File: src/hdl/vda_pkg.sv
// shared types and constants for the vector distance accumulator
package vda_pkg;

  localparam int unsigned AccW = 48;
  localparam int unsigned MaxRows = 1024;

  localparam logic [1:0] MetricEuclid    = 2'd0;
  localparam logic [1:0] MetricMaximum   = 2'd1;
  localparam logic [1:0] MetricManhattan = 2'd2;
  localparam logic [1:0] MetricCanberra  = 2'd3;

  localparam logic [AccW-1:0] AccMax = {AccW{1'b1}};

  typedef struct packed {
    logic signed [15:0] x_value;
    logic signed [15:0] y_value;
    logic               last;
  } vda_in_t;

  typedef struct packed {
    logic [AccW-1:0] distance;
    logic            saturated;
  } vda_out_t;

  // request to the shared shift-subtract unit
  typedef struct packed {
    logic            start;
    logic            sqrt_mode;
    logic [AccW-1:0] num;
    logic [16:0]     den;
  } vda_ss_req_t;

  typedef struct packed {
    logic            done;
    logic [AccW-1:0] result;
  } vda_ss_rsp_t;

endpackage

File: src/hdl/vda_shift_sub.sv
// shared iterative shift-subtract unit: radix-2 divider and integer square root
module vda_shift_sub
  import vda_pkg::*;
(
  input  logic        clk_i,
  input  logic        rst_ni,
  input  vda_ss_req_t req_i,
  output vda_ss_rsp_t rsp_o
);

  localparam logic [4:0] DivSteps  = 5'd24;
  localparam logic [4:0] SqrtSteps = 5'd24;

  logic            busy_q, busy_d;
  logic            mode_q, mode_d;
  logic [4:0]      cnt_q, cnt_d;
  logic [AccW-1:0] rem_q, rem_d;
  logic [AccW-1:0] quo_q, quo_d;
  logic [AccW-1:0] num_q, num_d;
  logic [16:0]     den_q, den_d;
  logic            done_q, done_d;

  logic [AccW:0]   trial;
  logic [AccW-1:0] rem_sh;

  // one quotient bit or one root bit per cycle
  // divide yields (num << 16) / den for num <= den: the high bits of the
  // shifted numerator are preloaded into the remainder, the low 24 are stepped
  always_comb begin
    busy_d = busy_q;
    mode_d = mode_q;
    cnt_d  = cnt_q;
    rem_d  = rem_q;
    quo_d  = quo_q;
    num_d  = num_q;
    den_d  = den_q;
    done_d = 1'b0;
    rem_sh = '0;
    trial  = '0;
    if (req_i.start) begin
      busy_d = 1'b1;
      mode_d = req_i.sqrt_mode;
      cnt_d  = req_i.sqrt_mode ? SqrtSteps : DivSteps;
      rem_d  = req_i.sqrt_mode ? '0 : (req_i.num >> 8);
      quo_d  = '0;
      num_d  = req_i.sqrt_mode ? req_i.num : (req_i.num << (AccW - 8));
      den_d  = req_i.den;
    end else if (busy_q) begin
      if (mode_q) begin
        rem_sh = {rem_q[AccW-3:0], num_q[AccW-1 -: 2]};
        trial  = {1'b0, rem_sh} - {1'b0, quo_q[AccW-3:0], 2'b01};
        num_d  = num_q << 2;
      end else begin
        rem_sh = {rem_q[AccW-2:0], num_q[AccW-1]};
        trial  = {1'b0, rem_sh} - {{(AccW-16){1'b0}}, den_q};
        num_d  = num_q << 1;
      end
      if (!trial[AccW]) begin
        rem_d = trial[AccW-1:0];
        quo_d = {quo_q[AccW-2:0], 1'b1};
      end else begin
        rem_d = rem_sh;
        quo_d = {quo_q[AccW-2:0], 1'b0};
      end
      cnt_d = cnt_q - 5'd1;
      if (cnt_q == 5'd1) begin
        busy_d = 1'b0;
        done_d = 1'b1;
      end
    end
  end

  always_ff @(posedge clk_i or negedge rst_ni) begin
    if (!rst_ni) begin
      busy_q <= 1'b0;
      done_q <= 1'b0;
      cnt_q  <= '0;
    end else begin
      busy_q <= busy_d;
      done_q <= done_d;
      cnt_q  <= cnt_d;
    end
  end

  always_ff @(posedge clk_i) begin
    mode_q <= mode_d;
    rem_q  <= rem_d;
    quo_q  <= quo_d;
    num_q  <= num_d;
    den_q  <= den_d;
  end

  assign rsp_o.done   = done_q;
  assign rsp_o.result = quo_q;

endmodule

File: src/hdl/vector_distance_accumulator.sv
// top level: element-pair sequencer, accumulator and result register
// sequencing: euclidean/maximum/manhattan terms go idle, multiply, accumulate; canberra
//   adds a divide on the 24-step shared divider unless the denominator is zero; a last beat
//   adds the result register, and under euclidean the 24-step square root on the same unit
// input: a new beat is taken only in idle, once the previous one is accumulated, so the wait
//   is set by the shared shift-subtract unit and grows while a finished result still waits in the output register
// reset: metric, accumulator and saturation flag clear; no result pending
module vector_distance_accumulator
  import vda_pkg::*;
(
  input  logic     clk_i,
  input  logic     rst_ni,
  input  logic     cfg_we_i,
  input  logic [1:0] cfg_wdata_i,
  input  logic     in_valid_i,
  output logic     in_ready_o,
  input  vda_in_t  in_data_i,
  output logic     out_valid_o,
  input  logic     out_ready_i,
  output vda_out_t out_data_o
);

  localparam logic [2:0] StIdle  = 3'd0;
  localparam logic [2:0] StMul   = 3'd1;
  localparam logic [2:0] StAcc   = 3'd2;
  localparam logic [2:0] StDiv   = 3'd3;
  localparam logic [2:0] StSqrt  = 3'd4;
  localparam logic [2:0] StOut   = 3'd5;

  logic [2:0]      state_q, state_d;
  logic [1:0]      metric_q;
  logic [AccW-1:0] acc_q, acc_d;
  logic            ovf_q, ovf_d;
  logic [16:0]     ad_q, ad_d;
  logic [16:0]     den_q, den_d;
  logic            last_q, last_d;
  logic [AccW-1:0] term_q, term_d;
  logic            out_valid_q, out_valid_d;
  vda_out_t        out_q, out_d;
  vda_ss_req_t     ss_req;
  vda_ss_rsp_t     ss_rsp;

  logic signed [16:0] diff;
  logic [16:0]     xa, ya;
  logic [AccW:0]   sum;

  vda_shift_sub u_ss (
    .clk_i  (clk_i),
    .rst_ni (rst_ni),
    .req_i  (ss_req),
    .rsp_o  (ss_rsp)
  );

  // metric register
  always_ff @(posedge clk_i or negedge rst_ni) begin
    if (!rst_ni) begin
      metric_q <= MetricEuclid;
    end else if (cfg_we_i) begin
      metric_q <= cfg_wdata_i;
    end
  end

  // operand difference and magnitudes, accumulator sum
  always_comb begin
    diff = 17'(in_data_i.x_value) - 17'(in_data_i.y_value);
    xa   = in_data_i.x_value[15] ? 17'(-17'(in_data_i.x_value)) : 17'(in_data_i.x_value);
    ya   = in_data_i.y_value[15] ? 17'(-17'(in_data_i.y_value)) : 17'(in_data_i.y_value);
    sum  = {1'b0, acc_q} + {1'b0, term_q};
  end

  assign in_ready_o = (state_q == StIdle);

  // sequencer
  always_comb begin
    state_d     = state_q;
    acc_d       = acc_q;
    ovf_d       = ovf_q;
    ad_d        = ad_q;
    den_d       = den_q;
    last_d      = last_q;
    term_d      = term_q;
    out_valid_d = out_valid_q;
    out_d       = out_q;
    ss_req      = '0;
    if (out_valid_q && out_ready_i) begin
      out_valid_d = 1'b0;
    end
    unique case (state_q)
      StIdle: begin
        if (in_valid_i && in_ready_o) begin
          ad_d   = diff[16] ? 17'(-diff) : 17'(diff);
          den_d  = xa + ya;
          last_d = in_data_i.last;
          state_d = StMul;
        end
      end
      StMul: begin
        unique case (metric_q)
          MetricEuclid: begin
            term_d  = AccW'(34'(ad_q) * 34'(ad_q));
            state_d = StAcc;
          end
          MetricCanberra: begin
            if (den_q == '0) begin
              term_d  = '0;
              state_d = StAcc;
            end else begin
              ss_req.start     = 1'b1;
              ss_req.sqrt_mode = 1'b0;
              ss_req.num       = {{(AccW-17){1'b0}}, ad_q};
              ss_req.den       = den_q;
              state_d          = StDiv;
            end
          end
          default: begin
            term_d  = AccW'(ad_q);
            state_d = StAcc;
          end
        endcase
      end
      StDiv: begin
        if (ss_rsp.done) begin
          term_d  = ss_rsp.result;
          state_d = StAcc;
        end
      end
      StAcc: begin
        if (metric_q == MetricMaximum) begin
          if (term_q > acc_q) acc_d = term_q;
        end else if (sum[AccW]) begin
          acc_d = AccMax;
          ovf_d = 1'b1;
        end else begin
          acc_d = sum[AccW-1:0];
        end
        if (!last_q) begin
          state_d = StIdle;
        end else if (metric_q == MetricEuclid) begin
          state_d = StSqrt;
        end else begin
          state_d = StOut;
        end
      end
      StSqrt: begin
        if (!ss_rsp.done && !ss_req.start && term_q != AccMax) begin
          ss_req.start     = 1'b1;
          ss_req.sqrt_mode = 1'b1;
          ss_req.num       = acc_q;
          term_d           = AccMax;
        end else if (ss_rsp.done) begin
          acc_d   = ss_rsp.result;
          state_d = StOut;
        end
      end
      StOut: begin
        if (!out_valid_q || out_ready_i) begin
          out_valid_d     = 1'b1;
          out_d.distance  = acc_q;
          out_d.saturated = ovf_q;
          acc_d           = '0;
          ovf_d           = 1'b0;
          state_d         = StIdle;
        end
      end
      default: state_d = StIdle;
    endcase
  end

  always_ff @(posedge clk_i or negedge rst_ni) begin
    if (!rst_ni) begin
      state_q     <= StIdle;
      acc_q       <= '0;
      ovf_q       <= 1'b0;
      out_valid_q <= 1'b0;
    end else begin
      state_q     <= state_d;
      acc_q       <= acc_d;
      ovf_q       <= ovf_d;
      out_valid_q <= out_valid_d;
    end
  end

  always_ff @(posedge clk_i) begin
    ad_q   <= ad_d;
    den_q  <= den_d;
    last_q <= last_d;
    term_q <= term_d;
    out_q  <= out_d;
  end

  assign out_valid_o = out_valid_q;
  assign out_data_o  = out_q;

  // checks
  a_ready_idle: assert property (@(posedge clk_i) disable iff (!rst_ni)
    in_ready_o |-> state_q == StIdle) else $error("ready outside idle");
  a_clear_after_out: assert property (@(posedge clk_i) disable iff (!rst_ni)
    (state_q == StOut && !out_valid_q) |=> (acc_q == '0 && !ovf_q))
    else $error("accumulator not cleared");
  a_out_hold: assert property (@(posedge clk_i) disable iff (!rst_ni)
    (out_valid_q && !out_ready_i) |=> $stable(out_q)) else $error("result changed");

endmodule

File: config.mk
export PLATFORM = sky130hd
export DESIGN_NAME = vector_distance_accumulator
export DESIGN_NICKNAME = d
export VERILOG_FILES = /design/src/hdl/vda_pkg.sv /design/src/hdl/vda_shift_sub.sv /design/src/hdl/vector_distance_accumulator.sv
export SDC_FILE = /design/constraint.sdc
export NUM_CORES = 2
export LEC_CHECK = 0
export BUFFER_PORTS_ARGS = -buffer_cell sky130_fd_sc_hd__buf_2
export CAP_MARGIN = 0
export CORE_MARGIN = 2
export CORE_UTILIZATION = 55
export CTS_CLUSTER_SIZE = 8
export DETAILED_ROUTE_END_ITERATION = 10
export GPL_ROUTABILITY_DRIVEN = 0
export PLACE_DENSITY = 0.72
export RECOVER_POWER = 25
export SETUP_SLACK_MARGIN = 0.4
export SYNTH_ARGS = -nofsm -noshare
export SYNTH_HDL_FRONTEND = slang
export SYNTH_SLANG_ARGS = --single-unit
export TNS_END_PERCENT = 1
File: constraint.sdc
create_clock -name clk_i -period 11.1 [get_ports clk_i]
set_clock_uncertainty 0.15 [all_clocks]
set_input_delay 1.665 -clock clk_i [delete_from_list [all_inputs] [get_ports clk_i]]
set_output_delay 1.665 -clock clk_i [all_outputs]
set_load 0.05 [all_outputs]
# --- Word level (Yosys, flattened, before mapping) ---
# Index checks and enable logic that the tools add are counted.
totals:
  ff_bits: 355
  input_bits: 40
  output_inout_bits: 51
  elab_cells: 128
classes:
  addsub: 9
  n_mul: 1
  magnitude_cmp: 1
  n_eq_ne: 19
  muxes: 56
  bitwise: 2
  n_reduce_logical: 20
ops:
  columns: ["cell", "count"]
  rows:
  - ["48-bit two-way mux", 12]
  - ["48-bit one-hot mux with 3 select lines", 2]
  - ["47-bit two-way mux", 4]
  - ["49-bit two-way mux", 3]
  - ["67-bit two-way mux", 2]
  - ["50-bit one-hot mux with 2 select lines", 1]
  - ["48-bit one-hot mux with 2 select lines", 1]
  - ["50-bit two-way mux", 1]
  - ["48-bit by 48-bit adder with 49-bit output", 1]
  - ["48-bit by 17-bit subtractor with 49-bit output", 1]
  - ["48-bit by 48-bit subtractor with 49-bit output", 1]
  - ["48-bit > comparator", 1]
  - ["48-bit != test, second input constant", 1]
  - ["40-bit two-way mux", 1]
  - ["17-bit by 17-bit multiplier with 34-bit output", 1]
  - ["17-bit two-way mux", 2]
  - ["16-bit negation with 17-bit output", 2]
  - ["3-bit two-way mux", 6]
  - ["3-bit one-hot mux with 6 select lines", 1]
  - ["17-bit adder", 1]
  - ["17-bit zero test", 1]
  - ["17-bit negation", 1]
  - ["16-bit by 16-bit subtractor with 17-bit output", 1]
  - ["1-bit two-way mux", 16]
  - ["25 further kinds", 44]

# --- Longest topological paths before layout ---
depth:
  word_depth: 8
  mapped_depth: 26

# --- Cells and area by module ---
# A second synthesis with hierarchy kept.
unflattened:
  hier_cells: 3870
  hier_area_um2: 34991.1
modules_own_cells:
  columns: ["module", "instances", "cells_per_inst", "area_per_inst_um2", "seq_area_each_um2"]
  rows:
  - ["vector_distance_accumulator", 1, 2513, 22532.9, 5310.1]
  - ["vda_shift_sub", 1, 1357, 12458.2, 4529.3]

# --- Least setup slack after synthesis ---
# Ideal clock, no wire load.
synth_timing:
  kind: "flip-flop to flip-flop"
  from: "reg ad_q[10]"
  to: "reg term_q[23] (data pin)"
  arrival_ns: 6.135
  setup_slack_ns: 4.534
  path_stages_with_launch: 26
  path_buffers: 2
  period_less_slack_ns: 6.566
  cell_sequence: "edfxtp_1 > clkbuf_1 > clkbuf_1 > nand2_1 > inv_1 > fa_1 > inv_1 > fa_1 > fa_1 > inv_1 > fa_1 > fa_1 > inv_1 > fa_1 > inv_1 > ha_1 > and2_1 > o21a_1 > a211oi_1 > o211ai_1 > a21o_1 > a21o_1 > a21o_1 > a21oi_1 > xor2_1 > o221ai_1"
synth_via:
  elab_chain_len: 3
synth_lines:
  columns: ["item", "line", "rtl"]
  rows:
  - ["start: declaration", "vector_distance_accumulator.sv:34", "logic [16:0] ad_q, ad_d;"]
  - ["start signal: assignment", "vector_distance_accumulator.sv:184", "ad_q <= ad_d;"]
  - ["17-bit by 17-bit multiplier with 34-bit output", "vector_distance_accumulator.sv:100", "term_d = AccW'(34'(ad_q) * 34'(ad_q));"]
  - ["48-bit one-hot mux with 2 select lines", "vector_distance_accumulator.sv:98", "unique case (metric_q)"]
  - ["48-bit one-hot mux with 3 select lines", "vector_distance_accumulator.sv:88", "unique case (state_q)"]
  - ["net term_d[23]", "vector_distance_accumulator.sv:37", "logic [AccW-1:0] term_q, term_d;"]
  - ["end signal: assignment", "vector_distance_accumulator.sv:187", "term_q <= term_d;"]
  - ["end: declaration", "vector_distance_accumulator.sv:37", null]
# The timed path passes the listed nets, and every way through them passes these cells.
# A chain may end at the register's enable or synchronous reset.

# --- Worst setup path after layout ---
layout_timing:
  from: "reg ad_q[7]"
  to: "reg term_q[31] (data pin)"
# Same word-level chain as after synthesis.

==> out/metrics.yaml <==
setup_path:
  slowest_delay_ns: 0.90
  path_buf_inv: 5
  crit_fanout: 17
  critical-path-top-delay-family: "adder cells"
  crit_path_end_kind: "flop"
  cpMostUsedCell: "fa_1"
  cp_cell_sequence: "inv_1 -> nor2_1 -> inv_1 -> fa_1 -> inv_1 -> fa_1 -> fa_1 -> fa_1 -> fa_1 -> inv_1 -> fa_1 -> inv_1 -> ha_1 -> a21oi_1 -> o21bai_1 -> a21o_1 -> a21oi_1 -> o21ai_0 -> a221o_1 -> nand4_1 -> nand2_1 -> a21o_1 -> a2111o_1 -> o311ai_0"
  critPathKind: "flop to flop"
  critPathRequiredTime_ns: 11.34
  worst_path_max_delay_cell: "edfxtp_1"
  crit_arrival_ns: 7.51
  crit_path_start_kind: "flop"
cells_and_area:
  drive_gt1_share_pct: 5.86
  layout.nets: 4326
  antenna_cells: 0
  syn2layout_area_growth_pct: 7.25
  fill_cells: 5482
cts:
  cts_resized: 0
  cts_tree: "built"
  root_buffer: "clkbuf_16"
  clkTransAtPathRegs_ns: 0.06
  numCtsBuffers: 50
  clk_latency_ns: 0.60
  clockBufferDepth: 3
  cts.sinks: 354
  hold_buffers: 0
  htreeDepth: 2
  cts_setup_buffers: 0
die:
  rows: 91
  chipWidth_um: 254
  core_area_um2: 61700
  die-area_um2: 64400
  die_y_um: 254
  start_util_pct: 55.6
  top_level_ports: 91
run_status:
  violations: "capacitance limit, slew limit"
  status: "complete, but fails checks"
sta:
  finalCritPeriodShare_pct: 65.6
  finalSetupViolations: 0
  relSlewSlack_pct: -164
  tightestPinTransition_ns: 3.96
  min_period_ns: 7.28
  finalHoldViolations: 0
  fin_tns_setup_ns: 0
  rsz0062_at_grt: "no"
  maxSlewViolCount: 98
  max_freq_mhz: 137
place:
  port-buffer-count: 90
  dp_hpwl_um: 71700
grt:
  grt_pass1_vias: 26934
  grt_overflow: 0
  antenna_found_initial: 2
  grtUsageTotal_pct: 29.7
  grt_max_degree: 90
  grt_pass1_wl_um: 150000
logic_synthesis:
  synthTopCellsByCount: "inv_1, ha_1, nor2_1"
  synth_area_leader_cell: "edfxtp_1"
  ys_warn_count: 0
  syn_area_um2: 34300
  async_flop_share_pct: 17.5
  synthDistinctLibCells: 93
  synth_cells: 3784
  synth_nets: 4328
  synth-main-ff-cell: "edfxtp_1"
  synth.top_cell.area_share_pct: 21.4
  synth_edf_count: 244
  avgSynthCellArea_um2: 9.06
  synthTopCellsByArea: "edfxtp_1, fa_1, ha_1"
  ys_seq_area_share_pct: 28.7
  yosysMostFrequentCell: "inv_1"
  synth_seq_cells: 354
worst_hold_path:
  hp-class: "flop to flop"
detailed_routing:
  drt-pass1-iter-count: 6
  drtAntennaViolNets: 0
  drtIter0Drc: 2498
  vias: 27940
  drcViolationCount: 0
  wire_per_inst_um: 20.5
  vias_per_cell: 5.99
  drt-total-wl_um: 95500
flow_run:
  max_cap_violations: 2
==> kinds of logic after synthesis <==
| group | Yosys count | share of synthesized area, % |
|---|---|---|
| multiplexers | 128 | 4.03 |
| buffers and inverters | 687 | 7.70 |
| adder cells (fa/ha/maj) | 504 | 22.6 |
| AND/OR/NAND/NOR | 1017 | 14.3 |
| flip-flops | 354 | 28.7 |
| XOR/XNOR | 219 | 5.59 |
| AO/OA/AOI/OAI | 875 | 17.1 |
==> layout by cell type, fill, tap and decap left out, types with 88 or more instances in the layout <==
cell,instances
o21ai_0,165
a21oi_1,205
nand2_1,276
nor2_1,288
buf_2,88
fa_1,194
edfxtp_1,244
ha_1,310
mux2i_1,115
xnor2_1,158
inv_1,510
==> cell type report <==
cell class / count / area [um^2] / area share (%)
Clock buffer: 91 / 1410 / 3.82
Clock inverter: 3 / 33.8 / 0.0918
Inverter: 512 / 1920 / 5.23
Multi-Input combinational cell: 2743 / 21900 / 59.4
Sequential cell: 354 / 9840 / 26.8
Tap cell: 837 / 1050 / 2.85
Timing Repair Buffer: 121 / 669 / 1.82
==> registers in the layout, summed over array words and instances, names as in the netlist, 2 cells and up <==
name / cells
out_data_o: 49
acc_q: 48
term_q: 48
u_ss.num_q: 48
u_ss.quo_q: 48
u_ss.rem_q: 47
ad_q: 17
u_ss.den_q: 17
den_q: 16
u_ss.cnt_q: 5
state_q: 3
metric_q: 2
==> final timing paths <==
path | end | depth (start not counted) | start | slack, ns
min reg2reg | out_data_o[26] | 0 | acc_q[25] | 0.36
max | term_q[31] | 24 | ad_q[7] | 3.82
min in group asynchronous | acc_q[14] | 2 | rst_ni | 2.40
max in group asynchronous | u_ss.busy_q | 2 | rst_ni | 5.85
max reg2reg | term_q[31] | 24 | ad_q[7] | 3.82
min | out_data_o[26] | 0 | acc_q[25] | 0.36
==> through the flow <==
stage | hold slack [ns] | std cells | utilization [%] | setup slack, ns | instance area (um^2)
3_3_place_gp | 0.348 | 4567 | 57.3 | 4.04 | 35400
5_1_grt | 0.385 | 4661 | 59.6 | 3.49 | 36800
2_1_floorplan | 0.269 | 3784 | - | 4.53 | 34300
6_report | 0.363 | 4661 | 59.6 | 3.82 | 36800
3_5_place_dp | 0.353 | 4567 | 57.3 | 3.93 | 35400
4_1_cts | 0.365 | 4661 | 59.6 | 3.90 | 36800
==> metal layers <==
layer | GRT usage (%) | vias to the layer above | part of all wire, %
li1 | - | 13262 | -
met1 | 39.2 | 13416 | 42
met4 | 12.2 | 2 | 4.2
met3 | 4.51 | 194 | 7.7
met5 | 0 | - | 0.013
met2 | 48.9 | 1066 | 46
Power is left out: the tool's default activity adds up to more than one toggle a clock period on the data nets, which glitch-free logic cannot reach.
